--- src/hdl/smac_pkg.sv ---
// Package for the softmax/argmax class mask unit.
// Holds the sizes, the register map, the payload and control structs, and the exp helpers.
// No dependencies.
`timescale 1ns / 1ps
`default_nettype none

package smac_pkg;

    localparam int MAX_CLASSES = 6;
    localparam int NUM_COLORS  = 6;

    localparam int LOGIT_W    = 16;
    localparam int THR_W      = 17;
    localparam int COLOR_W    = 24;
    localparam int CLASS_W    = 3;
    localparam int CFG_IDX_W  = 3;
    localparam int CFG_DATA_W = 24;

    localparam int CNT_W  = $clog2(MAX_CLASSES + 1);
    localparam int IDX_W  = $clog2(MAX_CLASSES);
    localparam int TERM_W = 9;
    localparam int SUM_W  = $clog2(MAX_CLASSES * 256 + 1);
    localparam int T_W    = 17;
    localparam int PROD_W = THR_W + SUM_W;

    // register map
    localparam logic [CFG_IDX_W-1:0] CFG_THRESHOLD = 3'd0;
    localparam logic [CFG_IDX_W-1:0] CFG_COLOR0    = 3'd1;
    localparam logic [CFG_IDX_W-1:0] CFG_COLOR_LAST =
        CFG_COLOR0 + CFG_IDX_W'(NUM_COLORS - 1);

    localparam logic [THR_W-1:0] THR_RESET = 17'h10000;

    // round(256 * 2^(-k/16))
    localparam logic [TERM_W-1:0] POW2 [16] = '{
        9'd256, 9'd245, 9'd235, 9'd225, 9'd215, 9'd206, 9'd197, 9'd189,
        9'd181, 9'd173, 9'd166, 9'd159, 9'd152, 9'd146, 9'd140, 9'd134
    };

    typedef struct packed {
        logic signed [LOGIT_W-1:0] logit;
        logic                      last_class;
        logic                      first_of_frame;
    } in_item_t;

    typedef struct packed {
        logic [CLASS_W-1:0] class_index;
        logic [COLOR_W-1:0] color;
        logic               foreground_seen;
    } out_item_t;

    typedef struct packed {
        logic load;     // input transaction taken
        logic step;     // walk one stored logit
        logic mult;     // threshold times sum
        logic finish;   // decide and load the output register
    } dp_cmd_t;

    typedef struct packed {
        logic walk_done;
        logic out_free;
    } dp_status_t;

    // d in Q8.8 scaled by log2(e), result in Q8.8 powers of two
    function automatic logic [T_W-1:0] scale_log2e(input logic [LOGIT_W-1:0] d);
        logic [LOGIT_W+8:0] p;
        p = {9'd0, d} * 25'd369;
        return p[LOGIT_W+8:8];
    endfunction

    function automatic logic [TERM_W-1:0] exp_term(input logic [T_W-1:0] t);
        logic [8:0]        n;
        logic [TERM_W-1:0] base;
        n    = t[16:8];
        base = POW2[t[7:4]];
        if (n >= 9'd9)
            return '0;
        return base >> n[3:0];
    endfunction

endpackage

`default_nettype wire

--- src/hdl/smac_ctrl.sv ---
// Controller for the softmax/argmax class mask unit.
// Sequences input acceptance, the exp walk, the threshold multiply and the decision.
// Depends on smac_pkg.
`timescale 1ns / 1ps
`default_nettype none

module smac_ctrl
    import smac_pkg::*;
(
    input  wire logic       clk,
    input  wire logic       rst_n,
    input  wire logic       in_valid,
    input  wire logic       in_last,
    output logic            in_stall,
    output dp_cmd_t         cmd,
    input  wire dp_status_t status
);

    localparam logic [2:0] S_IDLE   = 3'd0;
    localparam logic [2:0] S_WALK   = 3'd1;
    localparam logic [2:0] S_DRAIN  = 3'd2;
    localparam logic [2:0] S_MUL    = 3'd3;
    localparam logic [2:0] S_DECIDE = 3'd4;

    logic [2:0] state_reg;
    logic [2:0] state_next;

    assign in_stall = (state_reg != S_IDLE);

    always_comb
    begin
        state_next = state_reg;
        cmd        = '0;
        case (state_reg)
            S_IDLE:
            begin
                if (in_valid)
                begin
                    cmd.load = 1'b1;
                    if (in_last)
                        state_next = S_WALK;
                end
            end
            S_WALK:
            begin
                cmd.step = 1'b1;
                if (status.walk_done)
                    state_next = S_DRAIN;
            end
            // last term lands in the accumulator
            S_DRAIN:
            begin
                state_next = S_MUL;
            end
            S_MUL:
            begin
                cmd.mult   = 1'b1;
                state_next = S_DECIDE;
            end
            S_DECIDE:
            begin
                if (status.out_free)
                begin
                    cmd.finish = 1'b1;
                    state_next = S_IDLE;
                end
            end
            default:
            begin
                state_next = S_IDLE;
            end
        endcase
    end

    always_ff @(posedge clk or negedge rst_n)
    begin
        if (!rst_n)
            state_reg <= S_IDLE;
        else
            state_reg <= state_next;
    end

endmodule

`default_nettype wire

--- src/hdl/smac_datapath.sv ---
// Datapath for the softmax/argmax class mask unit.
// Logit store, running max, exp accumulator, threshold multiply, config and output registers.
// Depends on smac_pkg.
`timescale 1ns / 1ps
`default_nettype none

module smac_datapath
    import smac_pkg::*;
(
    input  wire logic                  clk,
    input  wire logic                  rst_n,
    input  wire in_item_t              in_data,
    input  wire dp_cmd_t               cmd,
    output dp_status_t                 status,
    output logic                       out_valid,
    input  wire logic                  out_stall,
    output out_item_t                  out_data,
    input  wire logic                  cfg_we,
    input  wire logic [CFG_IDX_W-1:0]  cfg_index,
    input  wire logic [CFG_DATA_W-1:0] cfg_data
);

    logic        [THR_W-1:0]   thr_reg;
    logic        [COLOR_W-1:0] color_reg [NUM_COLORS];
    logic signed [LOGIT_W-1:0] store_reg [MAX_CLASSES];

    logic signed [LOGIT_W-1:0] max_reg,     max_next;
    logic        [IDX_W-1:0]   max_cls_reg, max_cls_next;
    logic        [CNT_W-1:0]   count_reg,   count_next;
    logic                      flag_reg,    flag_next;
    logic        [IDX_W-1:0]   idx_reg,     idx_next;
    logic        [T_W-1:0]     t_reg,       t_next;
    logic                      tv_reg,      tv_next;
    logic        [SUM_W-1:0]   acc_reg,     acc_next;
    logic        [PROD_W-1:0]  prod_reg,    prod_next;
    logic                      out_valid_reg, out_valid_next;
    out_item_t                 out_data_reg,  out_data_next;

    logic                      store_we;
    logic        [LOGIT_W-1:0] diff;
    logic        [CLASS_W-1:0] cls;
    logic        [IDX_W-1:0]   color_sel;

    assign status.walk_done = (CNT_W'(idx_reg) + CNT_W'(1) == count_reg);
    assign status.out_free  = !out_valid_reg || !out_stall;
    assign out_valid        = out_valid_reg;
    assign out_data         = out_data_reg;

    assign store_we = cmd.load && (count_reg < CNT_W'(MAX_CLASSES));
    assign diff     = LOGIT_W'(max_reg - store_reg[idx_reg]);

    always_comb
    begin
        // T * S < 2^24 means 1/S > T
        cls = (prod_reg[PROD_W-1:24] == '0) ? CLASS_W'(max_cls_reg) : '0;
        if (cls >= CLASS_W'(NUM_COLORS))
            cls = '0;
        color_sel = IDX_W'(cls);
    end

    always_comb
    begin
        max_next       = max_reg;
        max_cls_next   = max_cls_reg;
        count_next     = count_reg;
        flag_next      = flag_reg;
        idx_next       = idx_reg;
        t_next         = t_reg;
        tv_next        = cmd.step;
        acc_next       = acc_reg;
        prod_next      = prod_reg;
        out_valid_next = out_valid_reg && out_stall;
        out_data_next  = out_data_reg;

        if (tv_reg)
            acc_next = acc_reg + SUM_W'(exp_term(t_reg));

        if (cmd.load)
        begin
            if (in_data.first_of_frame)
                flag_next = 1'b0;
            if (store_we)
            begin
                if (count_reg == '0 || in_data.logit > max_reg)
                begin
                    max_next     = in_data.logit;
                    max_cls_next = count_reg[IDX_W-1:0];
                end
                count_next = count_reg + CNT_W'(1);
            end
            if (in_data.last_class)
            begin
                idx_next = '0;
                acc_next = '0;
            end
        end

        if (cmd.step)
        begin
            t_next   = scale_log2e(diff);
            idx_next = idx_reg + IDX_W'(1);
        end

        if (cmd.mult)
            prod_next = PROD_W'(thr_reg) * PROD_W'(acc_reg);

        if (cmd.finish)
        begin
            flag_next                     = flag_reg || (cls != '0);
            out_data_next.class_index     = cls;
            out_data_next.color           = color_reg[color_sel];
            out_data_next.foreground_seen = flag_reg || (cls != '0);
            out_valid_next                = 1'b1;
            count_next                    = '0;
            max_next                      = '0;
            max_cls_next                  = '0;
        end
    end

    always_ff @(posedge clk or negedge rst_n)
    begin
        if (!rst_n)
        begin
            max_reg       <= '0;
            max_cls_reg   <= '0;
            count_reg     <= '0;
            flag_reg      <= 1'b0;
            idx_reg       <= '0;
            tv_reg        <= 1'b0;
            out_valid_reg <= 1'b0;
            thr_reg       <= THR_RESET;
            for (int i = 0; i < NUM_COLORS; i++)
                color_reg[i] <= '0;
        end
        else
        begin
            max_reg       <= max_next;
            max_cls_reg   <= max_cls_next;
            count_reg     <= count_next;
            flag_reg      <= flag_next;
            idx_reg       <= idx_next;
            tv_reg        <= tv_next;
            out_valid_reg <= out_valid_next;
            if (cfg_we)
            begin
                if (cfg_index == CFG_THRESHOLD)
                    thr_reg <= cfg_data[THR_W-1:0];
                else if (cfg_index inside {[CFG_COLOR0:CFG_COLOR_LAST]})
                    color_reg[IDX_W'(cfg_index - CFG_COLOR0)] <= cfg_data[COLOR_W-1:0];
            end
        end
    end

    always_ff @(posedge clk)
    begin
        t_reg        <= t_next;
        acc_reg      <= acc_next;
        prod_reg     <= prod_next;
        out_data_reg <= out_data_next;
        if (store_we)
            store_reg[count_reg[IDX_W-1:0]] <= in_data.logit;
    end

    assert property (@(posedge clk) disable iff (!rst_n)
        count_reg <= CNT_W'(MAX_CLASSES))
        else $error("logit count past MAX_CLASSES");

    assert property (@(posedge clk) disable iff (!rst_n)
        cmd.finish |-> (!out_valid_reg || !out_stall))
        else $error("output register overwritten while held");

    assert property (@(posedge clk) disable iff (!rst_n)
        cmd.finish |=> (count_reg == '0 && out_valid_reg))
        else $error("pixel not closed after decision");

    assert property (@(posedge clk) disable iff (!rst_n)
        cmd.step |-> (CNT_W'(idx_reg) < count_reg))
        else $error("exp walk past stored logits");

    assert property (@(posedge clk) disable iff (!rst_n)
        out_valid_reg |-> (out_data_reg.class_index == '0 || out_data_reg.foreground_seen))
        else $error("foreground class without foreground flag");

endmodule

`default_nettype wire

--- src/hdl/softmax_argmax_class_mask_unit.sv ---
// Top level of the softmax/argmax class mask unit.
// Joins smac_ctrl and smac_datapath; depends on smac_pkg.
//
// Takes one signed Q8.8 logit per transaction; last_class closes the pixel and produces one
// result (class index, its color register, sticky foreground flag). A logit that does not
// close a pixel is taken without stalling the input. A closing logit holds the input while the
// shared exp unit walks the N logits kept for the pixel (at most MAX_CLASSES), one stored
// logit per cycle, then while the accumulator drains, the product with the threshold is
// formed and the decision is made. The decision waits while a previous result is still stalled.
// Logits past MAX_CLASSES in a pixel are dropped; ties go to the first maximum. Configuration
// writes are taken in any cycle and should only be issued while the unit is idle.
`timescale 1ns / 1ps
`default_nettype none

module softmax_argmax_class_mask_unit
    import smac_pkg::*;
(
    input  wire logic                  clk,
    input  wire logic                  rst_n,
    input  wire logic                  in_valid,
    output logic                       in_stall,
    input  wire in_item_t              in_data,
    output logic                       out_valid,
    input  wire logic                  out_stall,
    output out_item_t                  out_data,
    input  wire logic                  cfg_we,
    input  wire logic [CFG_IDX_W-1:0]  cfg_index,
    input  wire logic [CFG_DATA_W-1:0] cfg_data
);

    dp_cmd_t    cmd;
    dp_status_t status;

    smac_ctrl u_ctrl (
        .clk      (clk),
        .rst_n    (rst_n),
        .in_valid (in_valid),
        .in_last  (in_data.last_class),
        .in_stall (in_stall),
        .cmd      (cmd),
        .status   (status)
    );

    smac_datapath u_datapath (
        .clk       (clk),
        .rst_n     (rst_n),
        .in_data   (in_data),
        .cmd       (cmd),
        .status    (status),
        .out_valid (out_valid),
        .out_stall (out_stall),
        .out_data  (out_data),
        .cfg_we    (cfg_we),
        .cfg_index (cfg_index),
        .cfg_data  (cfg_data)
    );

endmodule

`default_nettype wire

--- config.mk ---
export PLATFORM = sky130hd
export DESIGN_NAME = softmax_argmax_class_mask_unit
export DESIGN_NICKNAME = d
export VERILOG_FILES = /design/src/hdl/smac_pkg.sv /design/src/hdl/smac_ctrl.sv /design/src/hdl/smac_datapath.sv /design/src/hdl/softmax_argmax_class_mask_unit.sv
export SDC_FILE = /design/constraint.sdc
export NUM_CORES = 1
export LEC_CHECK = 0
export BUFFER_PORTS_ARGS = -buffer_cell sky130_fd_sc_hd__clkbuf_2
export CAP_MARGIN = 25
export CORE_ASPECT_RATIO = 0.5
export CORE_UTILIZATION = 50
export CTS_CLUSTER_SIZE = 8
export DETAILED_ROUTE_END_ITERATION = 16
export HOLD_SLACK_MARGIN = 0.05
export PLACE_DENSITY = 0.65
export RECOVER_POWER = 100
export SLEW_MARGIN = 40
export SYNTH_ARGS = -nofsm -noshare
export SYNTH_HDL_FRONTEND = slang
export SYNTH_SLANG_ARGS = --single-unit
export TNS_END_PERCENT = 10
--- constraint.sdc ---
create_clock -name clk -period 10.23 [get_ports clk]
set_clock_uncertainty 0.2 [all_clocks]
set_input_delay 0 -clock clk [delete_from_list [all_inputs] [get_ports clk]]
set_output_delay 0 -clock clk [all_outputs]
set_load 0.005 [all_outputs]
==> impl_metrics.json <==
{
  "grt-ovfl-total": 0,
  "dieArea_um2": 48200,
  "avgRoutedWirePerCell_um": 18.1,
  "yosysWarnings": 0,
  "clk_path_buf_depth": 3,
  "synth_edf_count": 141,
  "clk_latency_ns": 0.56,
  "clock-sinks": 344,
  "initial_core_util_pct": 51.5,
  "ant_nets": 0,
  "grt_setup_unrepaired": "false",
  "synth.distinct_cells": 76,
  "die_w_um": 310,
  "crit_start": "u_datapath.idx_reg[0]$_DFFE_PN0P_",
  "slew_headroom_pct": -322,
  "htree_levels": 2,
  "cts_buffers": 49,
  "core_um2": 45900,
  "floorplan.rows": 55,
  "cp.required_ns": 10.32,
  "die_y_um": 156,
  "dr.pass1.iters": 5,
  "grt_pass1_wl_mm": 86.6,
  "post-cts-setup-buffers": 0,
  "tightest_slew_ns": 6.33,
  "fmaxAchievable_mhz": 116,
  "port_buffers": 79,
  "via_per_inst": 5.45,
  "syn-num-nets": 2525,
  "finalSetupViolCount": 0,
  "hp-class": "in -> reg",
  "timing.setup.tns_ns": 0,
  "synthArstFlopShare_pct": 55.8,
  "n_fill_cell": 3878,
  "cap_violations": 13,
  "hp-start": "out_stall",
  "cp_max_fo": 22,
  "drive_gt1_share_pct": 14.0,
  "largest_reg_flops": 144,
  "dpl.hpwl_mm": 35.6,
  "synth-main-ff-cell": "dfrtp_1",
  "diodes": 0,
  "endpoint_kind": "flip-flop",
  "cp-start-kind": "flip-flop",
  "num_vias": 15800,
  "cp.arrival_ns": 8.70,
  "clkTransAtPathRegs_ns": 0.05,
  "final_util_pct": 57.5,
  "drt-total-wl_mm": 52.2,
  "finalCritPeriodShare_pct": 84.2,
  "ys_seq_area_share_pct": 39.1,
  "gp_congestion": 0.855,
  "drc": 0,
  "crit_slowest_cell": "dfrtp_1",
  "area_growth_pct": 11.5,
  "ys_ff_latch": 344,
  "nets": 2630,
  "drtIter0Drc": 931,
  "synth_cells": 2122,
  "syn_avg_cell_area_um2": 11.1,
  "finalMaxSlewViolations": 509,
  "cts_tree": "built",
  "reg2reg_from": "u_datapath.idx_reg[0]$_DFFE_PN0P_",
  "antenna_found_initial": 0,
  "syn_area_um2": 23700,
  "violations": "max-capacitance violations, max-slew violations",
  "hold_violations": 0,
  "layout_common_cells": "nand2_1 (274), inv_1 (236), dfrtp_1 (190)",
  "grt_max_degree": 120,
  "max_stage_delay_ns": 0.90,
  "track_usage_pct": 22.7,
  "cts-root-buf": "clkbuf_16",
  "min_period_ns": 8.62,
  "holdWs_ns": 0.0630,
  "crit_type": "reg -> reg",
  "boundaryPins": 80,
  "status": "finished with violations",
  "grt_pass1_vias": 16400,
  "layout.cells.most_common": "nand2_1"
}
==> repair_timing <==
action	CTS	global route
endpoints found under the hold margin	484	0
resized for setup	0	0
hold buffers	51	0
==> worst max-delay path: cells and delay by family (launching register included) <==
kind                       cells  cell delay, ns
AOI/OAI and AO/OA              9            2.35
and+or+nand+nor                5            1.15
DFF                            1            0.90
xor gates and xnor gates       2            0.58
adders and majority gates      5            2.01
buffers and inverters          3            0.60
muxes                          1            0.54
==> path summary, 6_finish.rpt <==
path	endpoint	slack, ns	cells past startpoint
max in group asynchronous	u_datapath.color_reg[54]$_DFFE_PN0P_	3.26	4
min in group asynchronous	u_datapath.color_reg[16]$_DFFE_PN0P_	2.10	4
hold reg to reg	u_datapath.color_reg[68]$_DFFE_PN0P_	0.30	1
setup / recovery	u_datapath.t_reg[11]$_DFFE_PP_	1.61	25
hold / removal	u_datapath.out_valid$_DFF_PN0_	0.06	4
setup reg to reg	u_datapath.t_reg[11]$_DFFE_PP_	1.61	25
==> final cells by class <==
cell class	count	area, um2	share of cell area [%]
Clock inverter	3	70.1	0.266
Clock buffer	84	1370	5.19
Multi-Input combinational cell	1440	13000	49.4
Tap cell	627	785	2.97
Timing Repair Buffer	155	967	3.67
Sequential cell	344	9270	35.1
Inverter	237	890	3.37
==> metrics by stage <==
stage,cell area [um2],cells,setup slack [ns]
floorplan,23700,2122,2.53
global placement,24700,2752,2.32
detailed placement,24700,2752,2.11
CTS,26600,2890,2.09
global route,26400,2890,1.01
finish,26400,2890,1.61
==> logic make-up after synthesis <==
| family | after synthesis | synth area share [%] |
|---|---|---|
| AND/OR/NAND/NOR | 574 | 11.6 |
| flip-flops | 344 | 39.1 |
| buffers and inverters | 338 | 5.51 |
| AO/OA/AOI/OAI | 244 | 6.76 |
| XOR/XNOR | 55 | 2.04 |
| adder cells (fa/ha/maj) | 353 | 24.1 |
| multiplexers | 214 | 10.8 |
==> Yosys cell counts (10+ instances only) <==
library cell	n	area share (%)
fa_1	172	15
nand3_1	51	1.1
mux2i_1	31	1.3
xor2_1	29	1.1
clkbuf_1	85	1.3
o21ai_1	10	0.21
a32o_1	13	0.55
nand3_2	13	0.55
nor4_1	11	0.29
mux4_2	17	1.6
nand2_1	274	4.3
o22ai_1	26	0.69
o21ai_2	17	0.63
xnor2_1	26	0.96
dfrtp_1	191	20
edfxtp_1	141	18
dfxtp_1	11	0.93
and2_1	75	2.0
mux2_2	166	7.9
nor2_1	67	1.1
o21ai_0	52	1.1
buf_1	10	0.16
inv_1	235	3.7
nor2b_1	10	0.26
ha_1	181	9.6
a21o_1	12	0.38
a21oi_1	46	0.97
nor3_1	21	0.44
a31oi_1	21	0.56
==> per-layer routing <==
metal | wire, um | global-route usage (%) | up-vias
met1 | 23900 | 31.2 | 7904
met3 | 2270 | 3.40 | 75
met4 | 1070 | 5.37 | 0
met5 | 0 | 0 | -
met2 | 25000 | 38.0 | 335
li1 | - | - | 7442
Power is left out: the tool's default activity adds up to more than one toggle a clock period on the data nets, which glitch-free logic cannot reach.
